$ cat config.mk
export PLATFORM = sky130hd
export DESIGN_NAME = qrs_disc
export DESIGN_NICKNAME = d
export VERILOG_FILES = /design/src/rtl/core/assert_macros.svh /design/src/rtl/core/qrs_pkg.sv /design/src/rtl/core/qrs_disc.sv
export SDC_FILE = /design/constraint.sdc
export NUM_CORES = 2
export LEC_CHECK = 0
export BUFFER_PORTS_ARGS = -buffer_cell sky130_fd_sc_hd__buf_2
export CAP_MARGIN = 40
export CORE_ASPECT_RATIO = 1.2
export CORE_MARGIN = 5
export CORE_UTILIZATION = 60
export CTS_BUF_LIST = sky130_fd_sc_hd__clkbuf_4 sky130_fd_sc_hd__clkbuf_8 sky130_fd_sc_hd__clkbuf_16
export CTS_CLUSTER_DIAMETER = 200
export DETAILED_ROUTE_END_ITERATION = 10
export GPL_ROUTABILITY_DRIVEN = 0
export PLACE_DENSITY = 0.8
export SYNTH_ARGS = -nofsm -noshare
export SYNTH_HDL_FRONTEND = slang
export SYNTH_SLANG_ARGS = --single-unit
$ cat constraint.sdc
create_clock -name clk -period 10.6 [get_ports clk]
set_input_delay 0.53 -clock clk [delete_from_list [all_inputs] [get_ports clk]]
set_output_delay 0.53 -clock clk [all_outputs]
set_load 0.01 [all_outputs]
$ cat src/rtl/core/assert_macros.svh
// Assertion macros used by the solver top level.
`ifndef ASSERT_MACROS_SVH
`define ASSERT_MACROS_SVH
`ifndef SYNTH
// Checked only out of reset.
`define QRS_ASSERT(lbl, clk, rst_n, prop) \
  lbl: assert property (@(posedge clk) disable iff (!rst_n) prop) \
    else $error("qrs assertion failed");
// Checked at every edge, reset included.
`define QRS_ASSERT_ALWAYS(lbl, clk, prop) \
  lbl: assert property (@(posedge clk) prop) \
    else $error("qrs assertion failed");
`else
`define QRS_ASSERT(lbl, clk, rst_n, prop)
`define QRS_ASSERT_ALWAYS(lbl, clk, prop)
`endif
`endif

$ cat src/rtl/core/qrs_pkg.sv
// Types and constants of the quadratic root solver.
package qrs_pkg;
  localparam int COEF_W = 16;
  localparam int ROOT_W = 34;
  localparam int RAD_W  = 34;
  localparam int DEN_W  = COEF_W + 1;

  typedef enum logic [1:0] {
    KIND_NONE  = 2'd0,
    KIND_ONE   = 2'd1,
    KIND_TWO   = 2'd2,
    KIND_DEGEN = 2'd3
  } root_kind_t;
endpackage

$ cat src/rtl/core/qrs_disc.sv
// Discriminant front end: input register, products, discriminant and kind.
module qrs_disc (
  input  logic                              clk,
  input  logic                              rst_n,
  input  logic                              in_valid,
  input  logic signed [qrs_pkg::COEF_W-1:0] in_a,
  input  logic signed [qrs_pkg::COEF_W-1:0] in_b,
  input  logic signed [qrs_pkg::COEF_W-1:0] in_c,
  output logic                              out_valid,
  output qrs_pkg::root_kind_t               out_kind,
  output logic signed [qrs_pkg::COEF_W-1:0] out_a,
  output logic signed [qrs_pkg::COEF_W-1:0] out_b,
  output logic [qrs_pkg::RAD_W-1:0]         out_rad
);
  import qrs_pkg::*;

  logic                     v0_r, v1_r, v2_r;
  logic signed [COEF_W-1:0] a0_r, b0_r, c0_r;
  logic signed [COEF_W-1:0] a1_r, b1_r;
  logic signed [31:0]       bb_r, ac_r;
  logic signed [34:0]       disc;
  root_kind_t               kind_nxt, kind_r;
  logic signed [COEF_W-1:0] a2_r, b2_r;
  logic [RAD_W-1:0]         rad_r;

  // b*b - 4ac, exact in 35 bits
  assign disc = {{3{bb_r[31]}}, bb_r} - {ac_r[31], ac_r, 2'b00};

  always_comb begin
    if (a1_r == '0) begin
      kind_nxt = KIND_DEGEN;
    end else if (disc[34]) begin
      kind_nxt = KIND_NONE;
    end else if (disc == '0) begin
      kind_nxt = KIND_ONE;
    end else begin
      kind_nxt = KIND_TWO;
    end
  end

  always_ff @(posedge clk) begin
    if (!rst_n) begin
      v0_r <= 1'b0;
      v1_r <= 1'b0;
      v2_r <= 1'b0;
    end else begin
      v0_r <= in_valid;
      v1_r <= v0_r;
      v2_r <= v1_r;
    end
    a0_r   <= in_a;
    b0_r   <= in_b;
    c0_r   <= in_c;
    bb_r   <= 32'(b0_r) * 32'(b0_r);
    ac_r   <= 32'(a0_r) * 32'(c0_r);
    a1_r   <= a0_r;
    b1_r   <= b0_r;
    kind_r <= kind_nxt;
    a2_r   <= a1_r;
    b2_r   <= b1_r;
    rad_r  <= disc[RAD_W-1:0];
  end

  assign out_valid = v2_r;
  assign out_kind  = kind_r;
  assign out_a     = a2_r;
  assign out_b     = b2_r;
  assign out_rad   = rad_r;
endmodule

==> impl_metrics.ini <==
[status]
status = complete, no violations

[synth]
yosys_warnings = 0
synth_async_sr_flop_share = 0
synthXorXnorAreaFrac = 0.0356
synth_top_family_by_area = adder cells
synth-simple-area-share = 0.121
synthMuxAreaShare = 0.00289
synth_compound_area_frac = 0.0657
ys_ff_latch = 211
syn_nets = 3352
yosysSeqAreaShare = 0.168
syn-instance-count = 2599
syn-cell-area_um2 = 25100
synth_cell_types = 69
synth_fa_ha_area_frac = 0.498
avgSynthCellArea_um2 = 9.66
synth-main-ff-cell = dfxtp_1
synth_edf_count = 0

[timing]
final.setup_skew_ps = 17.6
hold_viol = 0
max_freq_mhz = 136
rsz0062_at_grt = no
worst_pin_slew_ps = 922
relSlewSlack = 0.385
layout_min_cycle_time_ps = 7360
final-max-slew-violation-count = 0
period_share = 0.695
finalSetupTns_ps = 0
fin_ws_ps = 3240
finalSetupViolCount = 0

[cts]
cts.repair.resized = 0
cts_buffers = 25
clockRootBuffer = clkbuf_16
cts_buffer_depth = 3
cts_tree = yes
hold_buffers = 0
cts_htree_levels = 1
cts_setup_buffers = 0
path_clk_slew_ps = 70
cts.sinks = 211
clk_latency_ps = 550

[grt]
grt_pass1_wl_um = 90500
grt_pass1_vias = 19400
grt.total_usage = 0.241
antenna_found_initial = 0
grt_overflow_total = 0
grt_max_degree = 25

[place]
dp_hpwl_um = 43500
io_buffer_count = 118
pre_cts_ws_ps = 3320

[detailed_routing]
drt-total-wl_um = 53000
drt_iter0_markers = 976
vias = 17600
vias_per_cell = 5.43
drcViolationCount = 0
dr.pass1.iters = 5
drtAntennaViolNets = 0
wl_per_cell_um = 16.3

[worst_setup_path]
crit_type = flip-flop to flip-flop
crit_path_top_delay_cell = fa_1
crit_path_start_kind = flip-flop
critPathArrivalTime_ps = 7840
cpMostUsedCell = fa_1
worst_ep_required_time_ps = 11070
path_max_fanout = 21
path_cells = inv_1, nor2_1, fa_1, fa_1, fa_1, fa_1, fa_1, inv_1, fa_1, inv_1, ha_1, nor2b_1, o21ai_0, nand2b_1, a221oi_1, o21ai_0, a211o_1, a21oi_1, xor2_1
critPathMaxStageDelay_ps = 930
endpoint_kind = flip-flop

[layout]
final_cell_mix = inv_1, fa_1, nand2_1
final_common_cell = inv_1
drive_gt1_frac = 0.0703
nNetsFinal = 3437
n_antenna_cell = 0
syn2layout_area_growth_pct = 7.79

[hold_path]
hold_class = primary input to flip-flop

[floorplanning]
die-area_um2 = 46100
rows = 82
die-height_um = 234
start_util = 0.604
core_area_um2 = 41600
ios = 120
die_x_um = 197

[run]
cap_violations = 0
-- per-stage QoR --
stage	area (um^2)	hold WS [ps]	util	cells
after floorplan	25100	310	-	2599
after global placement	26100	310	0.629	3202
after detailed placement	26200	312	0.629	3203
after CTS	27100	50.0	0.651	3249
after global routing	27100	54.0	0.651	3249
final	27100	71.3	0.651	3249
-- final timing paths --
kind	start	endpoint	slack, ps	cells after the start
worst max-delay path	b0_r[15]$_DFF_P_	bb_r[31]$_DFF_P_	3240	19
worst min register to register	b1_r[5]$_DFF_P_	out_b[5]$_DFF_P_	320	0
worst max register to register	b0_r[15]$_DFF_P_	bb_r[31]$_DFF_P_	3240	19
worst min-delay path	in_c[7]	c0_r[7]$_DFF_P_	70	1
-- registers in the layout (all words and copies together) (netlist names) --
name / cells
out_b: 15
out_valid: 1
a0_r: 16
out_a: 16
b1_r: 15
v0_r: 1
out_kind: 2
out_rad: 33
c0_r: 16
bb_r: 31
ac_r: 32
b0_r: 16
a1_r: 16
v1_r: 1
-- cell families after synthesis --
family | count (synthesis)
buffers and inverters | 721
adder cells (fa/ha/maj) | 702
AND/OR/NAND/NOR | 614
AO/OA/AOI/OAI | 241
flip-flops | 211
XOR/XNOR | 102
multiplexers | 7
other | 1
-- critical path, delay by kind of cell (launching register included) --
kind                     cells  cell delay (ps)
AO/OA/AOI/OAI                5             1250
XOR/XNOR                     1              150
adder cells (fa/ha/maj)      7             3930
buffers and inverters        3              590
flip-flops                   1              810
AND/OR/NAND/NOR              3              570
-- layer usage --
metal / track usage / vias up / wire (um)
met5: 0 / - / 0
met4: 0.0945 / 0 / 2230
met3: 0.0375 / 172 / 3290
met2: 0.435 / 581 / 28000
met1: 0.289 / 8898 / 19500
li1: - / 7992 / -
-- cell type report --
type | instances | area, um^2
well taps | 546 | 683
repair buffers | 121 | 617
flip-flops and latches | 211 | 4220
fillers | 3202 | 14500
clock buffers | 26 | 639
multi-input cells | 1667 | 18200
inverters | 658 | 2470
clock inverters | 20 | 268
-- cell usage after synthesis (6+ instances only) --
library cell  count  area [um^2]
ha_1            205         2560
nand3_1          20          100
fa_1            497         9950
o21bai_1         11         82.6
a21oi_1          69          345
nor2b_1          11         68.8
nor3_1           13         65.1
nor2_1           92          345
a21o_1           38          285
nand4_1           6         37.5
nand2_1         238          893
o21ai_0          30          150
and3_1            9         56.3
a31o_2            9         78.8
xnor2_1          71          622
clkbuf_1         54          203
o21a_1           10         75.1
nand2b_1         26          163
inv_1           658         2470
a211o_1           6         52.6
nor4_1           11         68.8
and2_1          161         1010
a31oi_1           6         37.5
xor2_1           31          272
a211oi_1          8         60.1
dfxtp_1         211         4220
Power is not shown: default switching activity piles up to over one toggle a cycle in this logic, so the estimate is an artifact.
