--- src/rtl/core/assert_macros.svh ---
// Assertion macros used by the solver top level.
`ifndef ASSERT_MACROS_SVH
`define ASSERT_MACROS_SVH
`ifndef SYNTH
// Checked only out of reset.
`define QRS_ASSERT(lbl, clk, rst_n, prop) \
  lbl: assert property (@(posedge clk) disable iff (!rst_n) prop) \
    else $error("qrs assertion failed");
// Checked at every edge, reset included.
`define QRS_ASSERT_ALWAYS(lbl, clk, prop) \
  lbl: assert property (@(posedge clk) prop) \
    else $error("qrs assertion failed");
`else
`define QRS_ASSERT(lbl, clk, rst_n, prop)
`define QRS_ASSERT_ALWAYS(lbl, clk, prop)
`endif
`endif

--- src/rtl/core/qrs_pkg.sv ---
// Types and constants of the quadratic root solver.
package qrs_pkg;
  localparam int COEF_W = 16;
  localparam int ROOT_W = 34;
  localparam int RAD_W  = 34;
  localparam int DEN_W  = COEF_W + 1;

  typedef enum logic [1:0] {
    KIND_NONE  = 2'd0,
    KIND_ONE   = 2'd1,
    KIND_TWO   = 2'd2,
    KIND_DEGEN = 2'd3
  } root_kind_t;
endpackage

--- src/rtl/core/qrs_sqrt.sv ---
// Pipelined square root, one result bit per stage, with fraction bits.
module qrs_sqrt #(
  parameter int FRAC_BITS = 16,
  parameter int TAG_W     = 1
) (
  input  logic                      clk,
  input  logic                      rst_n,
  input  logic                      in_valid,
  input  logic [qrs_pkg::RAD_W-1:0] in_rad,
  input  logic [TAG_W-1:0]          in_tag,
  output logic                      out_valid,
  output logic [FRAC_BITS+16:0]     out_root,
  output logic [TAG_W-1:0]          out_tag
);
  import qrs_pkg::*;

  localparam int NS  = FRAC_BITS + 17;
  localparam int RTW = NS;
  localparam int RW  = RTW + 3;

  logic             v_a   [NS+1];
  logic [RW-1:0]    rem_a [NS+1];
  logic [RTW-1:0]   root_a[NS+1];
  logic [RAD_W-1:0] dsh_a [NS+1];
  logic [TAG_W-1:0] tag_a [NS+1];

  assign v_a[0]    = in_valid;
  assign rem_a[0]  = '0;
  assign root_a[0] = '0;
  assign dsh_a[0]  = in_rad;
  assign tag_a[0]  = in_tag;

  for (genvar k = 0; k < NS; k++) begin : g_stage
    logic [RW-1:0] remsh;
    logic [RW-1:0] trial;
    logic          ge;

    // bring down next bit pair; zeros once the radicand is used up
    assign remsh = {rem_a[k][RW-3:0], dsh_a[k][RAD_W-1 -: 2]};
    assign trial = {1'b0, root_a[k], 2'b01};
    assign ge    = (remsh >= trial);

    always_ff @(posedge clk) begin
      if (!rst_n) begin
        v_a[k+1] <= 1'b0;
      end else begin
        v_a[k+1] <= v_a[k];
      end
      rem_a[k+1]  <= ge ? (remsh - trial) : remsh;
      root_a[k+1] <= {root_a[k][RTW-2:0], ge};
      dsh_a[k+1]  <= {dsh_a[k][RAD_W-3:0], 2'b00};
      tag_a[k+1]  <= tag_a[k];
    end
  end

  assign out_valid = v_a[NS];
  assign out_root  = root_a[NS];
  assign out_tag   = tag_a[NS];
endmodule

--- config.mk ---
export PLATFORM = sky130hd
export DESIGN_NAME = qrs_sqrt
export DESIGN_NICKNAME = d
export VERILOG_FILES = /design/src/rtl/core/assert_macros.svh /design/src/rtl/core/qrs_pkg.sv /design/src/rtl/core/qrs_sqrt.sv
export SDC_FILE = /design/constraint.sdc
export NUM_CORES = 2
export LEC_CHECK = 0
export BUFFER_PORTS_ARGS = -buffer_cell sky130_fd_sc_hd__buf_2
export CORE_MARGIN = 4
export CORE_UTILIZATION = 45
export CTS_CLUSTER_SIZE = 28
export DETAILED_ROUTE_END_ITERATION = 8
export PLACE_DENSITY = 0.6
export SYNTH_ARGS = -nofsm -noshare
export SYNTH_HDL_FRONTEND = slang
export SYNTH_SLANG_ARGS = --single-unit
--- constraint.sdc ---
create_clock -name clk -period 4.94 [get_ports clk]
set_clock_uncertainty 0.2 [all_clocks]
set_input_delay 0.988 -clock clk [delete_from_list [all_inputs] [get_ports clk]]
set_output_delay 0.988 -clock clk [all_outputs]
set_load 0.01 [all_outputs]
==> out/metrics.csv <==
stage,metric,value,unit
outcome,outcome,completed,
sta,crit path time final,4230,ps
worst_setup_path,worst reg-to-reg setup slack,710,ps
power,pwr dens,493,nW/um^2
floorplan,Die Ht,428,microns
worst_setup_path,Crit Path Max Fanout,34,
synthesis,synthesized flop and latch total,1921,
cts,postcts setup bufs,0,
floorplan,Starting Density,45.5,%
worst_setup_path,Worst Setup End Kind,register,
synthesis,mapped cell area,79400,sq um
cells_and_area,"most common cell after layout, fill and taps aside",dfxtp_1,
detailed_routing,post-route ant nets,0,
worst_setup_path,CP max-delay cell,a311o_2,
cells_and_area,antenna diode count,0,
global_route,initial antenna violation count,1,
place,PortBufs,72,
synthesis,post-synthesis async set-or-reset flop share,0,%
detailed_routing,via total after detailed routing,56100,
floorplan,area of the core,175000,sq um
worst_setup_path,CP max stage delay,500,ps
power,switching power,12.5,mW
global_route,total track usage,18.6,%
cts,hold_buf cts,4,
cells_and_area,share of cells above drive strength 1,7.18,%
power,internal power,31.8,mW
worst_setup_path,CP Cell Sequence,ha_1 > fa_1 > a211oi_1 > o211ai_1 > a31oi_1 > o21bai_1 > a221oi_1 > nor2_1 > a311o_2 > buf_4 > mux2_2,
power,clock power share,36.2,%
place,gpl congestion,0.890,
global_route,number of global-route vias before repair,55900,
worst_setup_path,startpoint types,register,
detailed_routing,total wire length,173000,microns
power,sw frac,28.2,%
place,Final HPWL DP,135000,microns
sta,Hold Fails Final Rpt,0,
synthesis,Yosys cell types,88,
synthesis,syn nets,8927,
power,leak pwr,42.6,nW
cts,clk root buf,clkbuf_16,
synthesis,Post-synth EDFFs,0,
cts,Num CTS Buffers,197,
min_path,HP Class,input pin to register,
detailed_routing,drt initial violations,2892,
global_route,first-pass GRT wire length,283000,microns
global_route,largest net degree at the start of global routing,52,
worst_setup_path,Worst EP required,5400,ps
cts,htree depth,4,
floorplan,DIE AREA,183000,sq um
sta,Final Max Tran Viols,0,
power,maximum vdd drop,0.324,mV
cells_and_area,synthesis-to-layout area growth,13.0,%
cts,post-CTS sizing,0,
synthesis,Mean Syn Cell Area,9.55,sq um
sta,RSZ-0062 raised after global routing,no,
detailed_routing,routed len/inst,15.8,microns
synthesis,sequential area share after synthesis,48.4,%
floorplan,Ports,73,
cts,clock latency on the worst-skew pair,810,ps
sta,Least-Margin Pin Slew,1090,ps
worst_setup_path,Crit Path Class,register to register,
worst_setup_path,"Arr. time, crit path",4680,ps
detailed_routing,DRC Markers,0,
sta,Finish-stage setup viols,0,
synthesis,Ys Warns,0,
sta,worst relative slew slack,27.3,%
cts,CTS tree,done,
cells_and_area,Final Util,51.4,%
power,Reg power frac,46.4,%
cells_and_area,layout net count,9087,
sta,Final period util,85.5,%
global_route,GRT Residual Overflow,0,
cts,Max Root-Sink Buffers,3,
worst_setup_path,worst path bufs/invs,1,
worst_setup_path,"delay-heaviest family, CP",compound AO/OA/AOI/OAI gates,
floorplan,die width,428,microns
floorplan,Site Rows,153,
sta,f_max,0.237,GHz
power,Comb power frac,17.3,%
cts,clk slew on worst S/H paths,60,ps
synthesis,cells after synthesis,8309,
synthesis,ys flop type,dfxtp_1,
detailed_routing,Vias/cell,5.12,
cells_and_area,most frequent cells in the layout,"dfxtp_1, inv_1, nand2_1, ha_1, a21oi_1",
detailed_routing,DR pass1 iterations,5,
run,Max-cap violations,0,
cts,Clock Sinks,1921,
sta,Sum Neg Setup Slack,0,ps
## registers in the layout, indices dropped and copies added (netlist names)
signal and flops:
v_a 32, out_valid 1, g_stage.remsh 1022, g_stage.trial 528, out_tag 1, tag_a 32
out_root 33, dsh_a 272
## final timing paths
kind | start | endpoint | cells past startpoint
setup reg to reg | g_stage[24].remsh[2] | g_stage[25].remsh[10] | 11
hold reg to reg | tag_a[19] | tag_a[18] | 0
setup / recovery | g_stage[24].remsh[2] | g_stage[25].remsh[10] | 11
hold / removal | in_rad[23] | dsh_a[1113] | 1
## metal layers
metal	vias up	share of wire, %	GRT usage [%]
li1	28800	-	-
met1	26000	42	21.3
met2	878	51	34.7
met3	371	3.2	2.74
met4	0	3.6	6.92
met5	-	0	0
## metrics by stage
stage          worst slack [ps]  instance area (sq um)  total power [mW]  std cells  hold slack [ps]
2_1_floorplan               803                  79400              26.2       8309              110
6_report                    714                  89700              44.2      11000             72.9
3_5_place_dp                787                  82500              28.6      10600              112
5_1_grt                     289                  89700              46.7      11000             13.1
3_3_place_gp                809                  82500              28.4      10600              110
4_1_cts                     732                  89700              44.8      11000           0.0820
## area by class of cell
| cell class | instances | area, sq um |
|---|---|---|
| clock buffers | 271 | 5730 |
| clock inverters | 92 | 1500 |
| fillers | 16100 | 84800 |
| inverters | 723 | 2710 |
| multi-input cells | 5505 | 37700 |
| flip-flops and latches | 1921 | 38500 |
| well taps | 2325 | 2910 |
| repair buffers | 121 | 776 |
## logic make-up (layout without fill, tap and decap cells)
family / after synthesis / after routing / synth area share (%)
muxes: 92 / 92 / 1.30
and+or+nand+nor: 2247 / 2247 / 13.9
adders and majority gates: 580 / 580 / 9.28
xor gates and xnor gates: 816 / 816 / 9.00
other: 1 / 1 / 0.00472
buffers and inverters: 883 / 1207 / 4.20
DFF: 1921 / 1921 / 48.4
AOI/OAI and AO/OA: 1769 / 1769 / 13.9
## cell usage after synthesis, drive strengths merged (11+ instances only)
library cell,number,area [sq um]
dfxtp,1921,38500
inv,721,2710
nand2,605,2270
ha,565,7070
a21oi,537,2690
nor2,531,1990
o21ai,467,2340
xor2,410,3590
xnor2,406,3560
nor3,237,1190
a21o,223,1670
clkbuf,135,507
nand3,126,631
nor4,115,726
nand2b,111,694
or3,89,557
o21a,88,661
mux2,86,968
nor2b,73,457
o31ai,72,541
nand4,61,382
o21bai,61,458
a211oi,58,435
and2,57,357
or4,50,379
and3,46,288
or2,43,272
a31oi,30,188
a21boi,29,218
nand3b,28,210
o211ai,28,210
buf,25,110
nor3b,18,140
nand4b,16,140
a221oi,15,131
and4,15,131
fa,15,300
o2111ai,15,131
a31o,14,123
a2111oi,13,114
o41ai,13,121
o311ai,11,96.3
## power groups by stage
stage	sequential [mW]	clock [mW]	combinational, mW
4_1_cts	20.6	16.5	7.73
3_5_place_dp	20.9	0	7.66
3_3_place_gp	20.9	0	7.56
2_1_floorplan	20.0	0	6.21
6_report	20.5	16.0	7.67
5_1_grt	20.9	17.1	8.70
## worst register-to-register path: stages (launching register included)
cell	delay, ps
dfxtp_1	350
ha_1	260
fa_1	430
a211oi_1	380
o211ai_1	200
a31oi_1	320
o21bai_1	170
a221oi_1	460
nor2_1	200
a311o_2	500
buf_4	290
mux2_2	350
Note: power is estimated with default switching activity, not from simulation.
