[config.mk]
export PLATFORM = sky130hd
export DESIGN_NAME = qrs_div
export DESIGN_NICKNAME = d
export VERILOG_FILES = /design/src/rtl/core/assert_macros.svh /design/src/rtl/core/qrs_pkg.sv /design/src/rtl/core/qrs_div.sv
export SDC_FILE = /design/constraint.sdc
export NUM_CORES = 2
export LEC_CHECK = 0
export BUFFER_PORTS_ARGS = -buffer_cell sky130_fd_sc_hd__buf_2
export CELL_PAD_IN_SITES_DETAIL_PLACEMENT = 2
export CELL_PAD_IN_SITES_GLOBAL_PLACEMENT = 2
export CORE_UTILIZATION = 45
export DETAILED_ROUTE_END_ITERATION = 10
export GPL_TIMING_DRIVEN = 0
export HOLD_SLACK_MARGIN = 0.1
export PLACE_DENSITY_LB_ADDON = 0.1
export SKIP_LAST_GASP = 1
export SYNTH_ARGS = -nofsm -noshare
export SYNTH_HDL_FRONTEND = slang
export SYNTH_SLANG_ARGS = --single-unit
[constraint.sdc]
create_clock -name clk -period 5.6 [get_ports clk]
set_clock_uncertainty 0.2 [all_clocks]
set_input_delay 1.12 -clock clk [delete_from_list [all_inputs] [get_ports clk]]
set_output_delay 1.12 -clock clk [all_outputs]
set_load 0.02 [all_outputs]
[src/rtl/core/assert_macros.svh]
// Assertion macros used by the solver top level.
`ifndef ASSERT_MACROS_SVH
`define ASSERT_MACROS_SVH
`ifndef SYNTH
// Checked only out of reset.
`define QRS_ASSERT(lbl, clk, rst_n, prop) \
  lbl: assert property (@(posedge clk) disable iff (!rst_n) prop) \
    else $error("qrs assertion failed");
// Checked at every edge, reset included.
`define QRS_ASSERT_ALWAYS(lbl, clk, prop) \
  lbl: assert property (@(posedge clk) prop) \
    else $error("qrs assertion failed");
`else
`define QRS_ASSERT(lbl, clk, rst_n, prop)
`define QRS_ASSERT_ALWAYS(lbl, clk, prop)
`endif
`endif

[src/rtl/core/qrs_pkg.sv]
// Types and constants of the quadratic root solver.
package qrs_pkg;
  localparam int COEF_W = 16;
  localparam int ROOT_W = 34;
  localparam int RAD_W  = 34;
  localparam int DEN_W  = COEF_W + 1;

  typedef enum logic [1:0] {
    KIND_NONE  = 2'd0,
    KIND_ONE   = 2'd1,
    KIND_TWO   = 2'd2,
    KIND_DEGEN = 2'd3
  } root_kind_t;
endpackage

[src/rtl/core/qrs_div.sv]
// Pipelined unsigned restoring divider, one quotient bit per stage.
module qrs_div #(
  parameter int NW    = 34,
  parameter int TAG_W = 1
) (
  input  logic                      clk,
  input  logic                      rst_n,
  input  logic                      in_valid,
  input  logic [NW-1:0]             in_num,
  input  logic [qrs_pkg::DEN_W-1:0] in_den,
  input  logic [TAG_W-1:0]          in_tag,
  output logic                      out_valid,
  output logic [NW-1:0]             out_quo,
  output logic [TAG_W-1:0]          out_tag
);
  import qrs_pkg::*;

  logic             v_a  [NW+1];
  logic [DEN_W:0]   rem_a[NW+1];
  logic [NW-1:0]    num_a[NW+1];
  logic [NW-1:0]    quo_a[NW+1];
  logic [DEN_W-1:0] den_a[NW+1];
  logic [TAG_W-1:0] tag_a[NW+1];

  assign v_a[0]   = in_valid;
  assign rem_a[0] = '0;
  assign num_a[0] = in_num;
  assign quo_a[0] = '0;
  assign den_a[0] = in_den;
  assign tag_a[0] = in_tag;

  for (genvar k = 0; k < NW; k++) begin : g_stage
    logic [DEN_W:0] remsh;
    logic [DEN_W:0] dx;
    logic           ge;

    assign remsh = {rem_a[k][DEN_W-1:0], num_a[k][NW-1]};
    assign dx    = {1'b0, den_a[k]};
    assign ge    = (remsh >= dx);

    always_ff @(posedge clk) begin
      if (!rst_n) begin
        v_a[k+1] <= 1'b0;
      end else begin
        v_a[k+1] <= v_a[k];
      end
      rem_a[k+1] <= ge ? (remsh - dx) : remsh;
      num_a[k+1] <= {num_a[k][NW-2:0], 1'b0};
      quo_a[k+1] <= {quo_a[k][NW-2:0], ge};
      den_a[k+1] <= den_a[k];
      tag_a[k+1] <= tag_a[k];
    end
  end

  assign out_valid = v_a[NW];
  assign out_quo   = quo_a[NW];
  assign out_tag   = tag_a[NW];
endmodule

==> run metrics <==
initial antenna violation count 7; via/cell ratio 5.28; total CTS buffers approximately 230; first-pass GRT wire length 369,000 µm; Final period util 0.829; # IOs between 90 and 100; Hold Crit Class reg2reg; Core Box Area between 150,000 and 200,000 µm²; Worst Hold Path Cells 0; slew margin rel. 0.126; final setup TNS 0 ns; H-Tree Depth 4; RSZ-0062 raised after global routing no; Post-synth EDFFs 0; maximum fanout along the worst path 10; final WL roughly 230,000 µm; worst-margin pin slew between 1 and 1.5 ns; count leader, synth dfxtp_1; Synth Warn # 0; number of max-cap violations 0; Reg2Reg Depth 11; post-synthesis simple-gate area fraction 0.0742; most frequent cells after synthesis dfxtp_1, inv_1, ha_1; post-synthesis adder-cell area fraction 0.0952; CTS tree built; layout cells sized above 1 0.104; HPWL after DPL between 150,000 and 200,000 µm; area share of the largest cell type after synthesis 0.582; top cell type by total area after synthesis dfxtp_1; PD cells approximately 600 nW/µm²; Pleak 41.8 nW; outcome finished, final reports clean; GPL Wtd Cong around 0.84; min-delay src num_a[1115]; net count reported at finish around 8.4k; vias after detailed routing between 50k and 60k; Max Slew Vio Count 0; Seq. cell area 47,000 µm²; row cnt ~160; register bit total from synthesis approximately 2.3k; Synth Flop Type dfxtp_1; crit start category flop; die width between 400 and 500 µm; clock buffer depth 3; Area Overhead vs Synth 15.2%; Syn Nets about 8k; global-route usage over all layers 0.259; syn_area_per_cell 10.9 µm²; area of the multi-input gates ~30,000 µm²; post-route ant nets 0; WP data arrival slightly above 5 ns; post-synthesis mux area share 0.0307; register area share after synthesis 0.582; fill cell count 17.4k; PortBufs 90; vias in the first global route 62.8k; die area ~180,000 µm²; maximum VDD drop between 200 and 300 µV; combinational family with the most area after synthesis compound AO/OA/AOI/OAI gates; gr ovfl total 0; die height around 430 µm; Syn Inst Count 7,389; final hold viol count 0; RR Startpoint den_a[85]; Worst-Skew Late Latency 0.90 ns; largest net degree at the start of global routing 18; CP Data Required Time just over 6 ns; Critical Path End Type flop; Post-Syn Area 80,700 µm²; hold endpoint num_a[1082]; fraction of synthesis flops using an asynchronous set or reset pin 0; Worst-path clk slew 0.07 ns; Compound-Gate Fraction of Synth Area 0.132; # setup viols final 0; Tmin final around 4.6 ns; DRT iter0 DRCs between 2k and 2.5k; Wirelength per Cell 22.7 µm; FF-to-FF setup slack about 0.96 ns; Sink Count between 2k and 2.5k; Area contributors post-synth dfxtp_1, ha_1, inv_1; total setup buffers inserted after CTS 0; xor/xnor cell area share of the yosys netlist 0.0443; Cell variety after synth 87; Setup CP Type reg2reg; Max Freq 0.215 GHz; Initial Util 0.453; 1st-pass router iterations 5; total power 0.0562 W; capturing point of the worst reg2reg path g_stage[30].remsh[15]; CTS Root Cell clkbuf_16; Residual DRC 0
==> placed cells by master (no fill, tap or decap), types with 45 or more instances in the layout <==
| master | synthesis | routed |
|---|---|---|
| dfxtp_1 | 2346 | 2346 |
| inv_1 | 715 | 715 |
| ha_1 | 563 | 563 |
| o21ai_0 | 495 | 495 |
| nand2_1 | 472 | 472 |
| a21oi_1 | 467 | 467 |
| nor2_1 | 314 | 314 |
| clkbuf_16 | 0 | 231 |
| xnor2_1 | 230 | 230 |
| mux2_2 | 194 | 194 |
| a21o_1 | 187 | 187 |
| xor2_1 | 178 | 178 |
| buf_2 | 23 | 113 |
| clkbuf_1 | 66 | 97 |
| nor3_1 | 85 | 85 |
| o21a_1 | 78 | 78 |
| nand4_1 | 74 | 74 |
| o21bai_1 | 70 | 70 |
| nand3_1 | 65 | 65 |
| a211oi_1 | 57 | 57 |
| o31ai_1 | 57 | 57 |
| nand2b_1 | 52 | 52 |
| nor2b_1 | 49 | 49 |
| clkbuf_8 | 0 | 48 |
| and2_1 | 45 | 45 |
| dlygate4sd3_1 | 0 | 45 |
==> how the worst max path moves through the flow <==
stage                              start               endpoint  slack (ns)  depth (start not counted)
floorplan           g_stage[25].remsh[0]  g_stage[26].remsh[10]        2.34                         13
global placement               den_a[85]   g_stage[30].remsh[5]        1.20                         10
detailed placement             den_a[85]   g_stage[30].remsh[5]        1.14                         10
CTS                            den_a[85]  g_stage[30].remsh[13]        0.93                         10
global route                   den_a[85]  g_stage[30].remsh[13]        0.68                         10
finish                         den_a[85]  g_stage[30].remsh[15]        0.96                         11
==> per-layer routing <==
layer  vias up  global-route usage  routed length [µm]
li1      25900                   -                   -
met1     27400               0.297               97200
met2       772               0.488              124000
met3       470              0.0329                5760
met4         4              0.0935                7560
met5         -                   0                  26
==> state kept, by name, indices dropped and copies added (netlist names) <==
| signal | flops |
|---|---|
| out_tag | 1 |
| out_valid | 1 |
| v_a | 33 |
| g_stage.remsh | 594 |
| num_a | 528 |
| out_quo | 34 |
| quo_a | 561 |
| tag_a | 33 |
| den_a | 561 |
==> layout make-up <==
| class | instances | share of cell area |
|---|---|---|
| diodes | 3 | 0.0000807 |
| plain buffers | 135 | 0.00754 |
| repair buffers | 135 | 0.00969 |
| inverters | 716 | 0.0289 |
| flip-flops and latches | 2346 | 0.505 |
| well taps | 2355 | 0.0317 |
| clock inverters | 125 | 0.0197 |
| clock buffers | 310 | 0.0705 |
| multi-input cells | 4192 | 0.327 |
==> stage by stage <==
step | util | hold WS, ns | area [µm²] | instances | setup WS [ns]
5_1_grt | 0.522 | 0.126 | 93000 | 10300 | 0.675
2_1_floorplan | - | 0.110 | 80700 | 7389 | 2.34
3_5_place_dp | 0.472 | 0.113 | 84100 | 9834 | 1.14
4_1_cts | 0.522 | 0.101 | 93000 | 10300 | 0.931
6_report | 0.522 | 0.107 | 93000 | 10300 | 0.957
3_3_place_gp | 0.472 | 0.110 | 84100 | 9834 | 1.20
==> power by group <==
part	leakage, nW	switching, W	total (W)	internal (W)
logic	18.1	0.0106	0.0177	0.00714
registers	19.6	0.00175	0.0215	0.0198
clock network	4.07	0.00709	0.0170	0.00987
total	41.8	0.0194	0.0562	0.0368
==> kinds of logic after synthesis <==
group,count (synthesis)
XOR/XNOR,408
multiplexers,219
flip-flops,2346
adder cells (fa/ha/maj),595
AND/OR/NAND/NOR,1285
AO/OA/AOI/OAI,1685
buffers and inverters,851
==> critical path: stages (launching register included) <==
cell	delay, ns
dfxtp_1	0.37
ha_1	0.24
inv_1	0.08
fa_1	0.43
a211oi_1	0.36
o21ai_0	0.17
a21oi_1	0.47
o31ai_1	0.31
a2111oi_2	1.15
buf_2	0.46
nand2_1	0.09
o21ai_0	0.18
==> repair_timing <==
action	CTS	global route
hold buffers	45	0
resized for setup	0	0
endpoints found under the hold margin	45	0
No activity file was read; power rests on OpenSTA's default activity.
